<file path="src/rtl/cp_tensor_sgd_update_unit_assert.svh">
// Assertion macros for the CP tensor SGD update unit
`ifndef CP_TENSOR_SGD_UPDATE_UNIT_ASSERT_SVH
`define CP_TENSOR_SGD_UPDATE_UNIT_ASSERT_SVH
`ifndef SYNTHESIS
`define CTS_ASSERT_IMPL(label, clk, rst_n, prop, msg) \
  label: assert property (@(posedge clk) disable iff (!rst_n) prop) else $error(msg);
`define CTS_ASSERT_NEXT(label, clk, rst_n, ante, cons, msg) \
  label: assert property (@(posedge clk) disable iff (!rst_n) (ante) |=> (cons)) else $error(msg);
`else
`define CTS_ASSERT_IMPL(label, clk, rst_n, prop, msg)
`define CTS_ASSERT_NEXT(label, clk, rst_n, ante, cons, msg)
`endif
`endif

</file>
<file path="src/rtl/cts_pkg.sv">
// Shared types, constants and arithmetic helpers for the CP tensor SGD unit
`timescale 1ns / 1ps
`default_nettype none
package cts_pkg;
  localparam int ROWS_A = 1024;
  localparam int ROWS_B = 1024;
  localparam int ROWS_C = 1024;
  localparam int RANK = 16;
  localparam int COL_W = 4;
  localparam int ROW_W = 10;
  localparam int ADDR_W = ROW_W + COL_W;
  localparam int DEPTH = ROWS_A * RANK;
  localparam int FRAC = 24;
  localparam logic [30:0] LR_RESET = 31'd167772;
  localparam logic [4:0] RANK_RESET = 5'd16;

  localparam logic [1:0] ACT_OBS = 2'd0;
  localparam logic [1:0] ACT_WR = 2'd1;
  localparam logic [1:0] ACT_RD = 2'd2;
  localparam logic [1:0] ACT_NONE = 2'd3;

  localparam logic [2:0] REG_LR = 3'd0;
  localparam logic [2:0] REG_RA = 3'd1;
  localparam logic [2:0] REG_RB = 3'd2;
  localparam logic [2:0] REG_RC = 3'd3;
  localparam logic [2:0] REG_RANK = 3'd4;

  // datapath operations issued by the controller
  typedef enum logic [2:0] {
    OP_IDLE  = 3'd0,
    OP_READ  = 3'd1, // issue memory read for column
    OP_PRED  = 3'd2, // accumulate triple product
    OP_LOSS  = 3'd3, // form loss
    OP_UPD   = 3'd4, // compute one update step
    OP_WRITE = 3'd5  // write updated column
  } op_t;

  typedef struct packed {
    op_t              op;
    logic [1:0]       phase;  // sub-step within OP_PRED / OP_UPD
    logic [COL_W-1:0] col;
    logic             clr;    // clear accumulator and flag
  } dp_cmd_t;

  // saturate 64-bit signed to 32
  function automatic logic [32:0] sat32(input logic signed [63:0] x);
    if (x > 64'sd2147483647) return {1'b1, 32'h7fffffff};
    if (x < -64'sd2147483648) return {1'b1, 32'h80000000};
    return {1'b0, x[31:0]};
  endfunction
endpackage
`default_nettype wire

</file>
<file path="src/rtl/cts_ctrl.sv">
// Controller state machine sequencing the CP tensor SGD datapath
`timescale 1ns / 1ps
`default_nettype none
`include "cp_tensor_sgd_update_unit_assert.svh"
module cts_ctrl (
  input  wire logic             clk,
  input  wire logic             rst_n,
  input  wire logic             in_fire,
  input  wire logic [1:0]       action,
  input  wire logic [4:0]       rank_in_use,
  input  wire logic             out_ready,
  output logic                  in_ready,
  output logic                  out_valid,
  output logic [1:0]            out_kind,
  output cts_pkg::dp_cmd_t      cmd
);
  typedef enum logic [7:0] {
    S_IDLE = 8'b00000001,
    S_RD   = 8'b00000010,
    S_P0   = 8'b00000100,
    S_P1   = 8'b00001000,
    S_LOSS = 8'b00010000,
    S_UPD  = 8'b00100000,
    S_WR   = 8'b01000000,
    S_OUT  = 8'b10000000
  } state_t;

  state_t state_r, state_nxt;
  logic [4:0] col_r, col_nxt;
  logic [1:0] step_r, step_nxt;  // update sub-step
  logic [1:0] tgt_r, tgt_nxt;    // which factor is updated
  logic [1:0] kind_r, kind_nxt;
  logic [4:0] nact;
  logic       upd_pass_r, upd_pass_nxt;

  assign nact = (rank_in_use > 5'(cts_pkg::RANK)) ? 5'(cts_pkg::RANK) : rank_in_use;
  assign in_ready = (state_r == S_IDLE);
  assign out_valid = (state_r == S_OUT);
  assign out_kind = kind_r;

  always_comb begin
    state_nxt = state_r; col_nxt = col_r; step_nxt = step_r; tgt_nxt = tgt_r;
    kind_nxt = kind_r; upd_pass_nxt = upd_pass_r;
    cmd = '{op: cts_pkg::OP_IDLE, phase: 2'd0, col: '0, clr: 1'b0};
    case (state_r)
      S_IDLE: if (in_fire) begin
        kind_nxt = action; col_nxt = '0; upd_pass_nxt = 1'b0;
        cmd.clr = 1'b1;
        case (action)
          cts_pkg::ACT_OBS: state_nxt = (nact == 5'd0) ? S_LOSS : S_RD;
          cts_pkg::ACT_WR: state_nxt = S_WR;
          cts_pkg::ACT_RD: state_nxt = S_RD;
          default: state_nxt = S_OUT;
        endcase
      end
      S_RD: begin
        cmd.op = cts_pkg::OP_READ;
        cmd.col = (kind_r == cts_pkg::ACT_OBS) ? col_r[3:0] : 4'd0;
        if (kind_r == cts_pkg::ACT_RD) state_nxt = S_P0; // read waits in S_P0 for registered data
        else state_nxt = S_P0;
      end
      S_P0: begin
        if (kind_r == cts_pkg::ACT_RD) state_nxt = S_OUT;
        else begin
          cmd.op = cts_pkg::OP_PRED; cmd.phase = 2'd0;
          state_nxt = upd_pass_r ? S_UPD : S_P1;
          tgt_nxt = 2'd0; step_nxt = 2'd0;
        end
      end
      S_P1: begin
        cmd.op = cts_pkg::OP_PRED; cmd.phase = 2'd1;
        if (col_r + 5'd1 >= nact) begin
          state_nxt = S_LOSS; col_nxt = '0;
        end else begin
          col_nxt = col_r + 5'd1; state_nxt = S_RD;
        end
      end
      S_LOSS: begin
        cmd.op = cts_pkg::OP_LOSS;
        upd_pass_nxt = 1'b1;
        state_nxt = (nact == 5'd0) ? S_OUT : S_RD;
      end
      S_UPD: begin
        cmd.op = cts_pkg::OP_UPD; cmd.phase = step_r; cmd.col = {2'b00, tgt_r};
        step_nxt = step_r + 2'd1;
        if (step_r == 2'd3) begin
          if (tgt_r == 2'd2) state_nxt = S_WR;
          else tgt_nxt = tgt_r + 2'd1;
        end
      end
      S_WR: begin
        cmd.op = cts_pkg::OP_WRITE; cmd.col = col_r[3:0];
        if (kind_r == cts_pkg::ACT_OBS && col_r + 5'd1 < nact) begin
          col_nxt = col_r + 5'd1; state_nxt = S_RD;
        end else state_nxt = S_OUT;
      end
      S_OUT: if (out_ready) state_nxt = S_IDLE;
      default: state_nxt = S_IDLE;
    endcase
  end

  always_ff @(posedge clk) begin
    if (!rst_n) begin
      state_r <= S_IDLE; col_r <= '0; step_r <= '0; tgt_r <= '0; kind_r <= '0;
      upd_pass_r <= 1'b0;
    end else begin
      state_r <= state_nxt; col_r <= col_nxt; step_r <= step_nxt; tgt_r <= tgt_nxt;
      kind_r <= kind_nxt; upd_pass_r <= upd_pass_nxt;
    end
  end

  `CTS_ASSERT_IMPL(a_onehot, clk, rst_n, $onehot(state_r), "state not one-hot")
  `CTS_ASSERT_NEXT(a_out_hold, clk, rst_n, out_valid && !out_ready, out_valid,
                   "result dropped")
  `CTS_ASSERT_IMPL(a_no_accept_busy, clk, rst_n, !(in_fire && state_r != S_IDLE),
                   "transfer accepted while busy")
  `CTS_ASSERT_NEXT(a_col_range, clk, rst_n, state_r == S_WR, col_r < 5'(cts_pkg::RANK),
                   "column beyond rank")
endmodule
`default_nettype wire

</file>
<file path="config.mk">
export PLATFORM = sky130hd
export DESIGN_NAME = cts_ctrl
export DESIGN_NICKNAME = d
export VERILOG_FILES = /design/src/rtl/cts_pkg.sv /design/src/rtl/cts_ctrl.sv
export VERILOG_INCLUDE_DIRS = /design/src /design/src/rtl
export SDC_FILE = /design/constraint.sdc
export NUM_CORES = 1
export LEC_CHECK = 0
export ABC_CLOCK_PERIOD_IN_PS = 3400
export BUFFER_PORTS_ARGS = -buffer_cell sky130_fd_sc_hd__buf_4
export CORE_MARGIN = 10
export CORE_UTILIZATION = 45
export DETAILED_ROUTE_END_ITERATION = 10
export PLACE_DENSITY = 0.63
export SETUP_SLACK_MARGIN = 0.1
export SYNTH_ARGS = -nofsm -noshare
export SYNTH_HDL_FRONTEND = slang
export SYNTH_SLANG_ARGS = --single-unit
</file>
<file path="constraint.sdc">
create_clock -name clk -period 3.4 [get_ports clk]
set_input_delay 0.68 -clock clk [delete_from_list [all_inputs] [get_ports clk]]
set_output_delay 0.68 -clock clk [all_outputs]
set_load 0.01 [all_outputs]
</file>
; Word level (Yosys, flattened, before mapping)
; Index checks and enable logic that the tools add are counted.
; Widths: inputs -> output; s select.
[totals]
input_bits = 11
regBits = 20
output_inout_bits = 14
[classes]
reduce_logical = 13
n_lt_le_gt_ge = 3
addsub = 3
mux = 31
n_eq_ne = 20
[op_table]
columns = operator, n
row1 = $pmux 8 s8, 1
row2 = $mux 8, 7
row3 = $mux 5, 6
row4 = $pmux 8 s3, 1
row5 = $pmux 3 s6, 1
row6 = $pmux 5 s3, 1
row7 = $ne 2x2->1 const B, 7
row8 = $pmux 4 s3, 1
row9 = $eq 2x2->1 const B, 4
row10 = $eq 8x1->1 const B, 1
row11 = $eq 8x2->1 const B, 1
row12 = $eq 8x3->1 const B, 1
row13 = $eq 8x4->1 const B, 1
row14 = $eq 8x5->1 const B, 1
row15 = $eq 8x6->1 const B, 1
row16 = $eq 8x7->1 const B, 1
row17 = $eq 8x8->1 const B, 1
row18 = $mux 4, 2
row19 = $pmux 2 s2, 2
row20 = $reduce_and 4->1, 2
row21 = $mux 2, 3
row22 = $mux 6, 1
row23 = $pmux 2 s3, 1
row24 = $reduce_and 2->1, 3
row25 = 14 further kinds, 19

; Logic depth before layout (Yosys ltp)
; Gate-level depths: netlist (run 1).
[depth]
word_depth = 7
ltp_mapped = 9
mapped_depth_nobuf = 9

; Worst setup path before layout (run 1)
; No wires, ideal clock.
[synth_timing]
path_type = register to register
start = reg col_r[0]
end = reg col_r[3]
setup_time_ps = 117
required_time_ps = 3283
stages_incl_launch_ff = 10
path_slack_ps = 991
t_arrival_ps = 2291
cell_sequence = dfxtp_1 ha_1 nor2b_1 or2_2 ha_1 a21oi_1 o21ai_0 nor4_2 or2_2 a32o_1
[synth_via]
elab_chain_len = 5
[synth_lines]
columns = element, line
row1 = "start, declared", cts_ctrl.sv:29  ; logic [4:0] col_r, col_nxt;
row2 = "start signal, assigned", cts_ctrl.sv:107  ; state_r <= state_nxt; col_r <= col_nxt; step_r <= step_nxt; tgt_r <= tgt_nxt;
row3 = $add 5x1->5 (*), -
row4 = $lt 5x5->1, cts_ctrl.sv:93  ; if (kind_r == cts_pkg::ACT_OBS && col_r + 5'd1 < nact) begin
row5 = $logic_and 1x1->1, cts_ctrl.sv:93
row6 = $ne 2x2->1 (no source line), -
row7 = $reduce_and 3->1 (no source line), -
; Mark *: on every way between the ends. The rest lies on a longest branch, timed or not. The select of a mux whose other input is x is not followed.
; A chain may end at the register's enable or synchronous reset.

==> results.md, run 1 <==
- NumNets Final: 211
- Synth unique cells: between 40 and 50
- Crit end category: primary output
- IO Count: 25
- Antenna Nets Post-Route: 0
- DP HPWL: roughly 2.9 mm
- CP Buf/Inv Count: 1
- Num CTS Buffers: 3
- P&R area growth vs syn: 19.6%
- Slowest-stage cell, CP: nor4_4
- CP delay by family, top: simple AND/OR/NAND/NOR gates
- First-iteration detailed-routing DRC count: 140
- Post-synthesis cell count: approximately 170
- Die Ht: 74.8 um
- Fin crit period: 2760 ps
- Setup slack at placement: 687 ps
- Clock slew at reported path FFs: 120 ps
- # rows: 19
- Crit-path max FO: 8
- Final hold viol count: 0
- Resized cells post-CTS: 0
- Power, Total: 0.703 mW
- Critical Path Start Type: flop
- Max Cap Viol: 0
- Setup TNS: 0 ps
- Worst slew margin: 0.653
- Root Buffer: clkbuf_4
- Worst setup margin: 635 ps
- CP max stage delay: 520 ps
- Vias per inst: between 5 and 6
- Most frequent cells in the layout: buf_4, nor2_1, dfxtp_1
- CP Cell Sequence: nor4_4 > nand2_1 > nor2_1 > a22o_1 > buf_4
- Post-route clock period utilization: 0.813
- Total Wirelength: 3.65 mm
- Antenna violations before repair: 0
- Power Dens Cells: 435 mW/mm^2
- GRT Total Usage: 0.135
- Vias: 1,331
- I/O Buffers: 24
- Syn nets: 184
- # setup viols final: 0
- Die area: 0.00559 mm^2
- Share of cells above drive strength 1: 0.209
- Hold_ws: 479 ps
- Max Slew Vio Count: 0
- Syn. warnings: 0
- Sequential share of the synthesized area: 0.297
- GP Congestion: 0.843
- Vias in the first global route: roughly 1,300
- ANT cells: 0
- First-pass GRT wire length: 6.02 mm
- Clk_skew: 3.50 ps
- Starting density of the core: 0.481
- Pin count of the biggest net entering global routing: 13
- Most common cell after layout, fill and taps aside: buf_4
- Die Width: 74.8 um
- Post-CTS setup buffer count: 0
- Core ar.: approximately 0.0028 mm^2
- Clock buffer depth: 2
- Syn_area_per_cell: approximately 8.2 um^2
- Max H-tree Level: 1
- Drt pass-1 iters: 4
- Peak supply drop: 0.249 mV
- Hold Path Class: reg -> reg
- Critical path arrival: 2080 ps
- Mapped Area: approximately 0.0014 mm^2
- Critical path type: reg -> out
- Fmax: about 360 MHz
- CTS hold repair buffers: 0
- Num Clock Sinks: 20
- DRC errors left: 0
- Synthesis-stage register bit count: 20
- Worst EP required: 2720 ps
- RSZ-0062 raised after global routing: no
- CTS tree: yes
- Drt wl/cell: 16.5 um
- P_leak: between 0.7 and 0.8 nW
- Final core occ: 0.575
- Clock Latency Late Sink: 310 ps
- Status: completed
- Slew @ Worst Pin: between 500 and 600 ps
- GR Overflow Total: 0
per-layer routing:
metal	GRT usage	up-vias	share of wire
li1	-	658	-
met1	0.178	617	0.46
met2	0.226	51	0.46
met3	0.0223	5	0.071
met4	0.0273	0	0.0071
met5	0	-	0
sequential cells by signal, summed over array words and instances (netlist names):
name        flops
tgt_r           2
col_r           5
upd_pass_r      1
out_kind        2
state_r         8
step_r          2
where the power goes:
group	leakage [nW]	total, mW	switching [mW]	internal (mW)
Clock	0.0279	0.202	0.0831	0.119
Sequential	0.162	0.265	0.0173	0.247
Combinational	0.576	0.236	0.139	0.0969
final timing paths:
kind	start	endpoint	slack, ps	depth (start not counted)
worst max-delay path	state_r[6]	cmd[2]	640	5
worst min-delay path	upd_pass_r	state_r[3]	480	1
worst max register to register	col_r[0]	col_r[3]	700	9
worst min register to register	upd_pass_r	state_r[3]	480	1
logic make-up (layout without fill, tap and decap cells):
logic type	after synthesis	in the layout	synth area share
and+or+nand+nor	85	85	0.361
AOI/OAI and AO/OA	37	37	0.200
DFF	20	20	0.297
buffers and inverters	9	35	0.0250
adders and majority gates	8	8	0.0741
xor gates and xnor gates	3	3	0.0195
muxes	3	3	0.0232
area by class of cell:
cell class              count  area (um^2)
multi-input cells         136          916
flip-flops and latches     20          400
fillers                   257         1190
clock buffers               3         22.5
clock inverters             1         30.0
inverters                   7         26.3
repair buffers             24          180
well taps                  31         38.8
cell usage after synthesis (all sizes together):
master | count | area [um^2]
nor2 | 22 | 82.6
dfxtp | 20 | 400
nand2 | 16 | 62.6
a21oi | 10 | 50.1
nand3 | 9 | 45.0
ha | 8 | 100
nor2b | 8 | 50.1
inv | 7 | 26.3
nor3 | 7 | 35.0
o21ai | 7 | 38.8
and2 | 4 | 25.0
nand4b | 4 | 50.1
a32o | 3 | 30.0
nand2b | 3 | 18.8
nor4 | 3 | 55.1
clkbuf | 2 | 7.51
mux2i | 2 | 20.0
nand4 | 2 | 12.5
o211a | 2 | 20.0
o211ai | 2 | 15.0
o21a | 2 | 15.0
o221a | 2 | 22.5
or2 | 2 | 12.5
xnor2 | 2 | 17.5
a21bo | 1 | 10.0
a22o | 1 | 8.76
a32oi | 1 | 8.76
and2b | 1 | 7.51
and3 | 1 | 6.26
and4b | 1 | 10.0
mux2 | 1 | 11.3
nor3b | 1 | 7.51
o2111ai | 1 | 8.76
o221ai | 1 | 8.76
o22a | 1 | 8.76
o22ai | 1 | 6.26
o32a | 1 | 10.0
o41ai | 1 | 8.76
or2b | 1 | 7.51
xor2 | 1 | 8.76
through the flow:
step,instances,area (um^2)
after floorplan,165,1350
after global placement,218,1560
after detailed placement,218,1560
after CTS,222,1610
after global routing,222,1610
final,222,1610
(Power assumes the default switching activity.)
==> inputs of run 2 (changes only) <==
- ABC_CLOCK_PERIOD_IN_PS: 3400 -> 2500
- PLACE_DENSITY: 0.63 -> 0.65
- clock period: 3.4 -> 2.5 ns (I/O delays scaled with it)
==> run 2 against run 1 <==
  * Register-to-register slack lost 560 ps
  * Hold slack got worse by 13 ps
  * Critical path depth is 5 higher
  * Clock power down 7%
  * First-iteration DRC count fell by 7.1%
  * Sequential share of layout area fell by 1.2 points
  * Routed wire length grew 3.6%
  * Highest routed layer unchanged
==> results.md, run 2 (same netlist as run 1, synthesis figures left out) <==
- Max Cap Viol: 0 (unchanged)
- DP HPWL: 2.86 mm (-2.7%)
- Fin crit period: 2360 ps
- Crit end category: flop
- Pin count of the biggest net entering global routing: 12 (-1)
- Worst reg2reg setup slack: 140 ps (-560 ps)
- Num Clock Sinks: 20 (unchanged)
- IO Count: 25 (unchanged)
- Clock Latency Late Sink: 300 ps (about the same)
- First-pass GRT wire length: 5.91 mm (-1.7%)
- GRT Total Usage: 0.133 (-0.00193)
- Worst EP required: 2700 ps (-20 ps)
- Die Width: 74.8 um (unchanged)
- Power Dens Cells: 536 mW/mm^2 (+23%)
- NumNets Final: 217 (+2.8%)
- Hold_ws: 466 ps (-12.9 ps)
- Share of cells above drive strength 1: 0.289 (+0.0799)
- CTS tree: yes
- Clock buffer depth: 2 (unchanged)
- Most used cell, CP: ha_1
- Die area: 0.00559 mm^2 (unchanged)
- Clock slew at reported path FFs: 110 ps (about the same)
- GR Overflow Total: 0 (unchanged)
- Clk_skew: 2.20 ps (-1.30 ps)
- GP Congestion: 0.856 (+1.5%)
- Antenna Nets Post-Route: 0 (unchanged)
- Vias: 1,329 (-0.15%)
- Power, Total: 0.913 mW (+30%)
- Critical path arrival: 2560 ps (+480 ps)
- CP Cell Sequence: ha_1 > nand3_1 > xnor2_1 > ha_1 > a21oi_1 > o21ai_2 > buf_4 > o2111ai_2 > nand2_1 > o221a_2
- Largest registers: state_r x8, col_r x5
- Critical path type: reg -> reg
- Status: completed
- Setup TNS: 0 ps (unchanged)
- Fmax: 424 MHz
- Most common cell after layout, fill and taps aside: buf_4
- Num CTS Buffers: 3 (unchanged)
- Starting density of the core: 0.481 (unchanged)
- Vias in the first global route: 1,304 (+2.8%)
- Most frequent cells in the layout: buf_4, nor2_1, dfxtp_1
- Core ar.: 0.00281 mm^2 (unchanged)
- CTS hold repair buffers: 0 (unchanged)
- Largest register FFs: 8 (unchanged)
- Slew @ Worst Pin: 387 ps (-128 ps)
- Peak supply drop: 0.276 mV (+11%)
- Drt wl/cell: 16.6 um (+0.89%)
- P&R area growth vs syn: 26.2%
- Hold Path Class: reg -> reg
- CP max stage delay: 360 ps (-160 ps)
- Antenna violations before repair: 0 (unchanged)
- Die Ht: 74.8 um (unchanged)
- Crit-path max FO: 4 (-4)
- Max Slew Vio Count: 0 (unchanged)
- DRC errors left: 0 (unchanged)
- Final hold viol count: 0 (unchanged)
- Critical Path Start Type: flop
- Drt pass-1 iters: 4 (unchanged)
- Max H-tree Level: 1 (unchanged)
- ANT cells: 0 (unchanged)
- I/O Buffers: 24 (unchanged)
- First-iteration detailed-routing DRC count: 130 (-7.1%)
- Slowest-stage cell, CP: dfxtp_2
- Most flops, register: state_r
- # setup viols final: 0 (unchanged)
- # rows: 19 (unchanged)
- Total Wirelength: 3.78 mm (+3.6%)
- Worst slew margin: 0.741 (+0.0886)
- Vias per inst: 5.83 (-2.8%)
- Root Buffer: clkbuf_4
- P_leak: 0.791 nW (+3.4%)
- Post-route clock period utilization: 0.943
## run 2: changes by cell type in the layout (fill, tap and decap cells not counted), moves of 2 or more
cell,before,now
buf_4,24,30
dfxtp_1,20,18
dfxtp_2,0,2
nor2_1,22,20
nor2_2,0,2
nor3_1,7,5
nor3_2,0,2
o21ai_0,6,3
o21ai_2,1,3
or2_2,2,0
or2_4,0,2
## run 2: what timing repair did
| action | 4_1_cts | 5_1_grt |
|---|---|---|
| setup buffers | 0 | 3 |
| cloned | 0 | 0 |
| endpoints found under the hold margin | 0 | 0 |
| pin swaps | 0 | 4 |
| gates resized for setup | 3 | 13 |
| setup endpoints to repair | 6 | 11 |
## run 2: final cells by class
type,count,area (um^2)
Sequential cell,20,403
Timing Repair Buffer,30,225
Tap cell,31,38.8
Fill cell,263,1100
Clock buffer,4,36.3
Inverter,7,26.3
Multi-Input combinational cell,136,975
## run 2: where the power goes
group          switching, mW  total, mW  internal (mW)  leakage [nW]
registers             0.0227      0.359          0.336         0.163
logic                  0.212      0.365          0.153         0.608
clock network         0.0994      0.188         0.0888        0.0210
total                  0.334      0.913          0.578         0.791
## run 2: critical path: cells and delay by family, from the launching register on
kind                     cells  cell delay (ps)
AO/OA/AOI/OAI                4              900
adder cells (fa/ha/maj)      2              470
flip-flops                   1              360
XOR/XNOR                     1              200
AND/OR/NAND/NOR              2              170
buffers and inverters        1              160
## run 2: final timing paths
path | end | cells past startpoint | start
max | state_r[7] | 10 | col_r[1]
min | state_r[3] | 1 | upd_pass_r
max reg2reg | state_r[7] | 10 | col_r[1]
min reg2reg | state_r[3] | 1 | upd_pass_r
## run 2: routing by layer
layer / global-route usage / vias up / wire (um)
li1: - / 671 / -
met1: 0.171 / 614 / 1710
met2: 0.215 / 38 / 1720
met3: 0.0342 / 6 / 280
met4: 0.0378 / 0 / 76
met5: 0 / - / 0
## run 2: stage by stage
stage	instance area [um^2]	setup WS (ps)	instances	utilization
global placement	1580	99.3	221	0.565
finish	1700	143	228	0.607
CTS	1630	115	225	0.580
global route	1700	-12.9	228	0.607
floorplan	1350	153	165	-
detailed placement	1580	26.7	221	0.565
